### src/design/vbog_pkg.sv
`default_nettype none
package vbog_pkg;

    typedef enum logic [1:0] {
        REQ_ADD    = 2'd0,
        REQ_REMOVE = 2'd1,
        REQ_LAYOUT = 2'd2,
        REQ_CLEAR  = 2'd3
    } req_t;

    typedef enum logic [1:0] {
        ST_OK       = 2'd0,
        ST_OCCUPIED = 2'd1,
        ST_EMPTY    = 2'd2,
        ST_BAD      = 2'd3
    } status_t;

    // Datapath address source select
    typedef enum logic [1:0] {
        AS_CELL  = 2'd0,
        AS_WALK  = 2'd1,
        AS_SWEEP = 2'd2
    } asel_t;

    // Walk counter init select
    typedef enum logic [1:0] {
        WI_ADD  = 2'd0,
        WI_RUNS = 2'd1
    } winit_t;

    typedef enum logic [4:0] {
        S_IDLE,
        S_CLR,
        S_DECIDE,
        S_REFRD,
        S_REFWT,
        S_RUNRD,
        S_RUNWT,
        S_RUNCHK,
        S_CHKRD,
        S_CHKWT,
        S_CHKCHK,
        S_WRITE,
        S_RMRD,
        S_RMWT,
        S_RMCHK,
        S_DONE,
        S_OUT
    } fsm_state_t;

    typedef struct packed {
        logic   load_req;
        logic   clr_start;
        logic   sweep_step;
        asel_t  asel;
        logic   rd_en;
        logic   wr_en;
        logic   wr_zero;
        logic   ref_load;
        logic   run_init;
        logic   run_probe;
        logic   run_hit;
        logic   walk_init;
        winit_t walk_src;
        logic   walk_step;
        logic   set_status;
        status_t status_val;
        logic   set_found;
        logic   keep_runs;
        logic   out_load;
    } dp_cmd_t;

    typedef struct packed {
        req_t  req;
        logic  bad_cell;
        logic  bad_add;
        logic  empty_box;
        logic  sweep_last;
        logic  rd_nonzero;
        logic  rd_eq_ref;
        logic  run_more;
        logic  run_done;
        logic  walk_last;
        logic  ref_zero;
    } dp_stat_t;

endpackage
`default_nettype wire

### src/design/vbog_ctrl.sv
`default_nettype none
module vbog_ctrl
    import vbog_pkg::*;
(
    input  wire logic clk,
    input  wire logic rst_n,
    input  wire logic cfg_wr,
    input  wire logic s_axis_tvalid,
    output logic      s_axis_tready,
    output logic      m_axis_tvalid,
    input  wire logic m_axis_tready,
    input  wire dp_stat_t stat,
    output dp_cmd_t   cmd
);
    fsm_state_t state_reg, state_next;
    logic clr_req_reg, clr_req_next;
    logic out_clr_reg, out_clr_next;

    always_ff @(posedge clk or negedge rst_n)
    begin
        if (!rst_n)
        begin
            state_reg   <= S_CLR;
            clr_req_reg <= 1'b0;
            out_clr_reg <= 1'b0;
        end
        else
        begin
            state_reg   <= state_next;
            clr_req_reg <= clr_req_next;
            out_clr_reg <= out_clr_next;
        end
    end

    always_comb
    begin
        state_next    = state_reg;
        clr_req_next  = clr_req_reg | cfg_wr;
        out_clr_next  = out_clr_reg;
        cmd           = '0;
        cmd.asel      = AS_CELL;
        cmd.walk_src  = WI_ADD;
        cmd.status_val = ST_OK;
        s_axis_tready = 1'b0;
        m_axis_tvalid = 1'b0;
        case (state_reg)
            S_IDLE:
            begin
                if (clr_req_reg || cfg_wr)
                begin
                    cmd.clr_start = 1'b1;
                    clr_req_next  = 1'b0;
                    out_clr_next  = 1'b0;
                    state_next    = S_CLR;
                end
                else
                begin
                    s_axis_tready = 1'b1;
                    if (s_axis_tvalid)
                    begin
                        cmd.load_req = 1'b1;
                        state_next   = S_DECIDE;
                    end
                end
            end
            S_CLR:
            begin
                cmd.asel       = AS_SWEEP;
                cmd.wr_en      = 1'b1;
                cmd.wr_zero    = 1'b1;
                cmd.sweep_step = 1'b1;
                if (stat.sweep_last)
                begin
                    state_next = out_clr_reg ? S_DONE : S_IDLE;
                end
            end
            S_DECIDE:
            begin
                if (stat.req == REQ_CLEAR)
                begin
                    cmd.clr_start = 1'b1;
                    out_clr_next  = 1'b1;
                    state_next    = S_CLR;
                end
                else if (stat.bad_cell || (stat.req == REQ_ADD && stat.bad_add))
                begin
                    cmd.set_status = 1'b1;
                    cmd.status_val = ST_BAD;
                    state_next     = S_DONE;
                end
                else if (stat.req == REQ_ADD)
                begin
                    cmd.walk_init = 1'b1;
                    state_next    = stat.empty_box ? S_DONE : S_CHKRD;
                end
                else
                begin
                    state_next = S_REFRD;
                end
            end
            S_REFRD:
            begin
                cmd.rd_en  = 1'b1;
                state_next = S_REFWT;
            end
            S_REFWT:
            begin
                cmd.ref_load = 1'b1;
                cmd.run_init = 1'b1;
                if (stat.req == REQ_REMOVE && stat.ref_zero)
                begin
                    cmd.set_status = 1'b1;
                    cmd.status_val = ST_EMPTY;
                    state_next     = S_DONE;
                end
                else
                begin
                    state_next = S_RUNCHK;
                end
            end
            S_RUNCHK:
            begin
                if (stat.run_done)
                begin
                    cmd.set_found = 1'b1;
                    if (stat.req == REQ_REMOVE)
                    begin
                        cmd.walk_init = 1'b1;
                        cmd.walk_src  = WI_RUNS;
                        state_next    = S_RMRD;
                    end
                    else
                    begin
                        state_next = S_DONE;
                    end
                end
                else if (stat.run_more)
                begin
                    cmd.run_probe = 1'b1;
                    state_next    = S_RUNRD;
                end
                else
                begin
                    // no room this direction: treat as mismatch to advance
                    state_next = S_RUNWT;
                end
            end
            S_RUNRD:
            begin
                cmd.rd_en  = 1'b1;
                state_next = S_RUNWT;
            end
            S_RUNWT:
            begin
                if (stat.run_more)
                begin
                    cmd.run_hit = 1'b1;
                end
                else
                begin
                    cmd.run_hit = 1'b1;
                end
                state_next = S_RUNCHK;
            end
            S_CHKRD:
            begin
                cmd.asel   = AS_WALK;
                cmd.rd_en  = 1'b1;
                state_next = S_CHKWT;
            end
            S_CHKWT:
            begin
                state_next = S_CHKCHK;
            end
            S_CHKCHK:
            begin
                if (stat.rd_nonzero)
                begin
                    cmd.set_status = 1'b1;
                    cmd.status_val = ST_OCCUPIED;
                    state_next     = S_DONE;
                end
                else if (stat.walk_last)
                begin
                    cmd.walk_init = 1'b1;
                    state_next    = S_WRITE;
                end
                else
                begin
                    cmd.walk_step = 1'b1;
                    state_next    = S_CHKRD;
                end
            end
            S_WRITE:
            begin
                cmd.asel  = AS_WALK;
                cmd.wr_en = 1'b1;
                if (stat.walk_last)
                begin
                    state_next = S_DONE;
                end
                else
                begin
                    cmd.walk_step = 1'b1;
                end
            end
            S_RMRD:
            begin
                cmd.asel   = AS_WALK;
                cmd.rd_en  = 1'b1;
                state_next = S_RMWT;
            end
            S_RMWT:
            begin
                state_next = S_RMCHK;
            end
            S_RMCHK:
            begin
                cmd.asel = AS_WALK;
                if (stat.rd_eq_ref)
                begin
                    cmd.wr_en   = 1'b1;
                    cmd.wr_zero = 1'b1;
                end
                if (stat.walk_last)
                begin
                    state_next = S_DONE;
                end
                else
                begin
                    cmd.walk_step = 1'b1;
                    state_next    = S_RMRD;
                end
            end
            S_DONE:
            begin
                cmd.out_load  = 1'b1;
                cmd.keep_runs = (stat.req == REQ_REMOVE || stat.req == REQ_LAYOUT)
                                && !out_clr_reg;
                out_clr_next  = 1'b0;
                state_next    = S_OUT;
            end
            S_OUT:
            begin
                m_axis_tvalid = 1'b1;
                if (m_axis_tready)
                begin
                    state_next = S_IDLE;
                end
            end
            default:
            begin
                state_next = S_IDLE;
            end
        endcase
    end

`ifndef SYNTH
    a_one_side: assert property (@(posedge clk) disable iff (!rst_n)
        !(s_axis_tready && m_axis_tvalid))
        else $error("both sides open");
    a_out_hold: assert property (@(posedge clk) disable iff (!rst_n)
        (m_axis_tvalid && !m_axis_tready) |=> m_axis_tvalid)
        else $error("result dropped");
    a_no_wr_idle: assert property (@(posedge clk) disable iff (!rst_n)
        s_axis_tready |-> !cmd.wr_en)
        else $error("write while idle");
`endif
endmodule
`default_nettype wire

### config.mk
export PLATFORM = sky130hd
export DESIGN_NAME = vbog_ctrl
export DESIGN_NICKNAME = d
export VERILOG_FILES = /design/src/design/vbog_pkg.sv /design/src/design/vbog_ctrl.sv
export SDC_FILE = /design/constraint.sdc
export NUM_CORES = 1
export LEC_CHECK = 0
export ABC_CLOCK_PERIOD_IN_PS = 3100
export BUFFER_PORTS_ARGS = -buffer_cell sky130_fd_sc_hd__buf_4
export CORE_MARGIN = 2
export CORE_UTILIZATION = 51
export DETAILED_ROUTE_END_ITERATION = 10
export PLACE_DENSITY = 0.81
export SLEW_MARGIN = 20
export SYNTH_ARGS = -nofsm -noshare
export SYNTH_HDL_FRONTEND = slang
export SYNTH_SLANG_ARGS = --single-unit
### constraint.sdc
create_clock -name clk -period 3.1 [get_ports clk]
set_clock_uncertainty 0.1 [all_clocks]
set_input_delay 0 -clock clk [delete_from_list [all_inputs] [get_ports clk]]
set_output_delay 0 -clock clk [all_outputs]
set_load 0.01 [all_outputs]
==> results of run 1 <==
-- placed cells by master (no fill, tap or decap), types with 5 or more instances in the layout --
cell           synthesis  layout
dfrtp_1                6       6
a21oi_1                6       6
dlygate4sd3_1          0       5
nand3_1                5       5
buf_4                  2      39
nor2_1                15      15
nor2b_1                6       6
o21ai_0                6       6
inv_1                 10      10
nand2_1                6       6
nand2b_1               7       7
-- per-layer routing --
layer | GRT usage | part of all wire
met5 | 0 | 0
met2 | 0.421 | 0.46
met3 | 0.0340 | 0.075
met1 | 0.386 | 0.44
met4 | 0.130 | 0.028
-- power groups by stage --
stage	clock (mW)	combinational (mW)	sequential (mW)
final	0.0877	0.679	0.268
after global routing	0.0933	0.738	0.284
after CTS	0.0870	0.673	0.263
after detailed placement	0	0.663	0.264
after global placement	0	0.658	0.260
after floorplan	0	0.579	0.174
-- path summary, 6_finish.rpt --
check                                  start      endpoint  slack [ns]
worst min-delay path                 stat[5]  state_reg[2]        0.02
max in group asynchronous              rst_n   out_clr_reg        2.08
worst max-delay path            state_reg[1]        cmd[3]        0.96
min in group asynchronous              rst_n  state_reg[0]        0.11
worst min register to register   clr_req_reg   clr_req_reg        0.55
worst max register to register  state_reg[3]  state_reg[3]        1.19
-- layout make-up --
type | count | area, sq um | share of cell area
Clock buffer | 4 | 26.3 | 0.0199
Tap cell | 25 | 31.3 | 0.0237
Sequential cell | 7 | 176 | 0.134
Multi-Input combinational cell | 103 | 704 | 0.534
Timing Repair Buffer | 44 | 343 | 0.260
Inverter | 10 | 37.5 | 0.0285
-- critical path: stages (launching register included) --
cell     delay, ns
dfrtp_1       0.58
or3b_1        0.57
nor4_4        0.31
a21oi_1       0.12
inv_1         0.09
buf_4         0.12
-- logic make-up after synthesis --
family | count (synthesis) | share of synthesized area
other | 1 | 0.00378
buffers and inverters | 20 | 0.111
and+or+nand+nor | 64 | 0.407
AOI/OAI and AO/OA | 33 | 0.242
xor gates and xnor gates | 1 | 0.00884
muxes | 1 | 0.0114
DFF | 7 | 0.178
adders and majority gates | 3 | 0.0379
==> results.cfg, run 1 <==
[outcome]
status = completed

[placement]
place_inst = 184
io_buffers = 39
pre_cts_ws_ns = 1.21
gp_congestion = 0.880
dp_hpwl_microns = 2130
dpl_cell_area_sq_um = 1240

[global_routing]
grt_overflow = 0
antenna_found_initial = 0
track_usage = 0.277
grt_max_degree = 19
grt_first_pass_wirelength_microns = 4450
grt_pass1_vias = 962

[critical_path]
worstPathArrival_ns = 2.04
cp_max_fo = 14
reg2regPathDepth = 4
criticalPathCategory = reg2out
cp.required_ns = 3.00
cp-start-kind = flop
worst_setup_path_end_kind = output pin

[yosys]
ys_ff_latch = 7
synthTopCellsByArea = dfrtp_1 (15%), nor2_1 (5.7%), nand2b_1 (4.4%), nor4_4 (4.3%), ha_1 (3.8%)
async_reset_ff_frac = 1.00
yosysTopAreaCellShare = 0.152
syn-cell-area_sq_um = 991
ys_warn_count = 0
yosysMostFrequentCell = nor2_1
synth_top_area_cell = dfrtp_1
synth_edf_count = 0
synth_cells = 130
synth_fp_nets = 150
syn_avg_cell_area_sq_um = 7.62
synthTopCellsByCount = nor2_1 (15), inv_1 (10), nand2b_1 (7)
synth_ff_type = dfrtp_1
synth_cell_types = 48
ys_seq_area_frac = 0.178

[clock_network]
cts_tree = done
post_cts_buffers = 0
clock_latency_ns = 0.26
cts_resized = 0
cts_hold_buf = 5
clk_pin_slew_ns = 0.06
ctsLongestPathBuffers = 2
clkSinkCount = 7
numCtsBuffers = 3
cts-root-buf = clkbuf_4
h-tree-depth = 1

[timing]
final-max-slew-violation-count = 0
fin_tns_setup_ns = 0
fin_ws_ns = 0.960
report.final.setup_viol = 0
period_minus_slack_ns = 2.14
fin_hold_ws_ns = 0.0199
period_share = 0.690
finalHoldViolations = 0
fmax_ghz = 0.467
rsz0062_at_grt = false

[final_layout]
final_cells = 193
drive_gt1_frac = 0.333
largest_reg_flops = 5
nets = 189
fill_cells = 146
syn_to_final_growth_pct = 33.1
final_util = 0.740
antenna_cells = 0
design_area_sq_um = 1320

[power_and_ir_drop]
swShare = 0.493
leakagePower_nw = 0.633
power_mw = 1.03
switching_power_mw = 0.510
pwr-share-seq = 0.259
peakVddDrop_uv = 444
p_per_area_nw_per_um2 = 784
p_comb_frac = 0.656
power_frac_clock = 0.085
p_int_mw = 0.524

[drt]
route.antenna.remaining_nets = 0
drt_iter0_markers = 47
firstDrtPassIters = 4
avgRoutedWirePerCell_microns = 14.5
drt_drc_violations_left = 0
avgViaCountPerCell = 5.85
vias = 1130
wirelength_microns = 2800

[die]
dieArea_sq_um = 2310
start_util = 0.556
fp.coreArea_sq_um = 1780
num_io_pins = 41
dieWidth_microns = 48.1
rows = 15
chipHeight_microns = 48.1

[worst_hold_path]
hold_class = in2reg
holdPathStages = 3

[job]
maxCapViolCount = 0
No activity file was read; power rests on OpenSTA's default activity.
==> run 2, diff against run 1 <==
--- a/config.mk
+++ b/config.mk
@@ -5,12 +5,12 @@
 export SDC_FILE = /design/constraint.sdc
 export NUM_CORES = 1
 export LEC_CHECK = 0
-export ABC_CLOCK_PERIOD_IN_PS = 3100
+export ABC_CLOCK_PERIOD_IN_PS = 1800
 export BUFFER_PORTS_ARGS = -buffer_cell sky130_fd_sc_hd__buf_4
 export CORE_MARGIN = 2
-export CORE_UTILIZATION = 51
+export CORE_UTILIZATION = 43
 export DETAILED_ROUTE_END_ITERATION = 10
-export PLACE_DENSITY = 0.81
+export PLACE_DENSITY = 0.73
 export SLEW_MARGIN = 20
 export SYNTH_ARGS = -nofsm -noshare
 export SYNTH_HDL_FRONTEND = slang
==> constraint.sdc (replaced) <==
create_clock -name clk -period 1.8 [get_ports clk]
set_clock_uncertainty 0.1 [all_clocks]
set_input_delay 0 -clock clk [delete_from_list [all_inputs] [get_ports clk]]
set_output_delay 0 -clock clk [all_outputs]
set_load 0.01 [all_outputs]
==> results.cfg, run 2 (synthesized netlist as in run 1, its figures left out) <==
[die]
num_io_pins = 41
dieWidth_microns = 52.0
chipHeight_microns = 52.0
fp.coreArea_sq_um = 2190
start_util = 0.452
rows = 17
dieArea_sq_um = 2700

[drt]
drt_iter0_markers = 33
vias = 1240
firstDrtPassIters = 4
avgViaCountPerCell = 5.66
route.antenna.remaining_nets = 0
wirelength_microns = 3380
drt_drc_violations_left = 0
avgRoutedWirePerCell_microns = 15.4

[outcome]
violations = negative setup slack
status = finished, violations left

[clock_network]
clock_latency_ns = 0.25
h-tree-depth = 1
clk_pin_slew_ns = 0.05
clkSinkCount = 7
numCtsBuffers = 3
ctsLongestPathBuffers = 2
cts_tree = done
cts-root-buf = clkbuf_4

[placement]
place_inst = 198
io_buffers = 39
dp_hpwl_microns = 2330
gp_congestion = 0.882

[critical_path]
worstPathBufferInverterCount = 2
cp-start-kind = flop
worstPathArrival_ns = 1.76
criticalPathCategory = reg2out
cp.required_ns = 1.70
cp_max_fo = 5
cp_cell_sequence = or3_4 > nor4_4 > buf_4 > and2_4 > buf_6
critical_path.slowest_cell = or3_4
critPathTopFamily = simple AND/OR/NAND/NOR gates
worst_setup_path_end_kind = output pin
cp_slowest_stage_delay_ns = 0.45

[job]
maxCapViolCount = 0

[final_layout]
layout_common_cells = buf_4 (56), nor2_1 (11), inv_1 (10)
final_util = 0.738
drive_gt1_frac = 0.503
multiInputGateArea_sq_um = 803
syn_to_final_growth_pct = 63.1
final_common_cell = buf_4
nets = 212
largest_reg_flops = 5
antenna_cells = 0
fill_cells = 178
seqCellArea_sq_um = 176
final_cells = 219

[timing]
final-max-slew-violation-count = 0
rsz0062_at_grt = true
report.final.setup_viol = 3
period_share = 1.03
period_minus_slack_ns = 1.86
fin_ws_ns = -0.0573
fmax_ghz = 0.538
fin_hold_ws_ns = 0.0588
fin_tns_setup_ns = -0.0923
finalHoldViolations = 0

[global_routing]
grt_overflow = 0
grt_max_degree = 13
grt_first_pass_wirelength_microns = 5130
track_usage = 0.246
antenna_found_initial = 0
grt_pass1_vias = 1151

[worst_hold_path]
hold_class = in2reg

[power_and_ir_drop]
power_mw = 2.29
peakVddDrop_uv = 899
leakagePower_nw = 0.783
p_per_area_nw_per_um2 = 1410
[run 2: worst paths after layout]
| kind | depth (start not counted) | end | from | slack [ns] |
|---|---|---|---|---|
| min in group asynchronous | 3 | out_clr_reg | rst_n | 0.55 |
| worst max-delay path | 5 | cmd[21] | state_reg[3] | -0.06 |
| max in group asynchronous | 4 | state_reg[2] | rst_n | 0.28 |
| worst min-delay path | 3 | state_reg[3] | stat[0] | 0.06 |
| worst max register to register | 5 | state_reg[2] | state_reg[0] | 0.01 |
| worst min register to register | 2 | clr_req_reg | clr_req_reg | 0.52 |
[run 2: worst reg2reg max path, delay by kind of cell, from the launching register on]
| family | cells | cell delay, ns |
|---|---|---|
| simple gates | 2 | 0.32 |
| flops | 1 | 0.59 |
| buf+inv | 1 | 0.14 |
| compound gates | 2 | 0.56 |
[run 2: layer usage]
layer | vias to the layer above | share of wire | track usage
met5 | - | 0 | 0
met4 | 0 | 0.0080 | 0.0307
met3 | 4 | 0.046 | 0.0345
met2 | 49 | 0.53 | 0.445
met1 | 597 | 0.41 | 0.315
li1 | 590 | - | -
[run 2: layout make-up]
type,instances,area share
Timing Repair Buffer,67,0.332
Tap cell,28,0.0217
Multi-Input combinational cell,103,0.497
Clock inverter,1,0.00310
Sequential cell,7,0.109
Clock buffer,3,0.0139
Inverter,10,0.0232
[run 2: timing repair]
item,CTS,global route
setup endpoints to repair,9,15
gates resized for setup,9,24
cloned,0,0
hold buffers,6,0
pin swaps,5,9
setup buffers,6,5
hold endpoints to repair,10,0
[run 2: power by group]
group / leakage [nW] / switching [mW] / internal [mW]
clock: 0.0177 / 0.0593 / 0.0811
combinational: 0.682 / 0.921 / 0.890
sequential: 0.0832 / 0.0926 / 0.242
total: 0.783 / 1.07 / 1.21
[run 2: metrics by stage]
stage | area, sq um | worst slack, ns
finish | 1620 | -0.0573
global route | 1620 | -0.109
CTS | 1490 | -0.0710
detailed placement | 1330 | 0.0510
global placement | 1330 | 0.0782
floorplan | 991 | 0.117
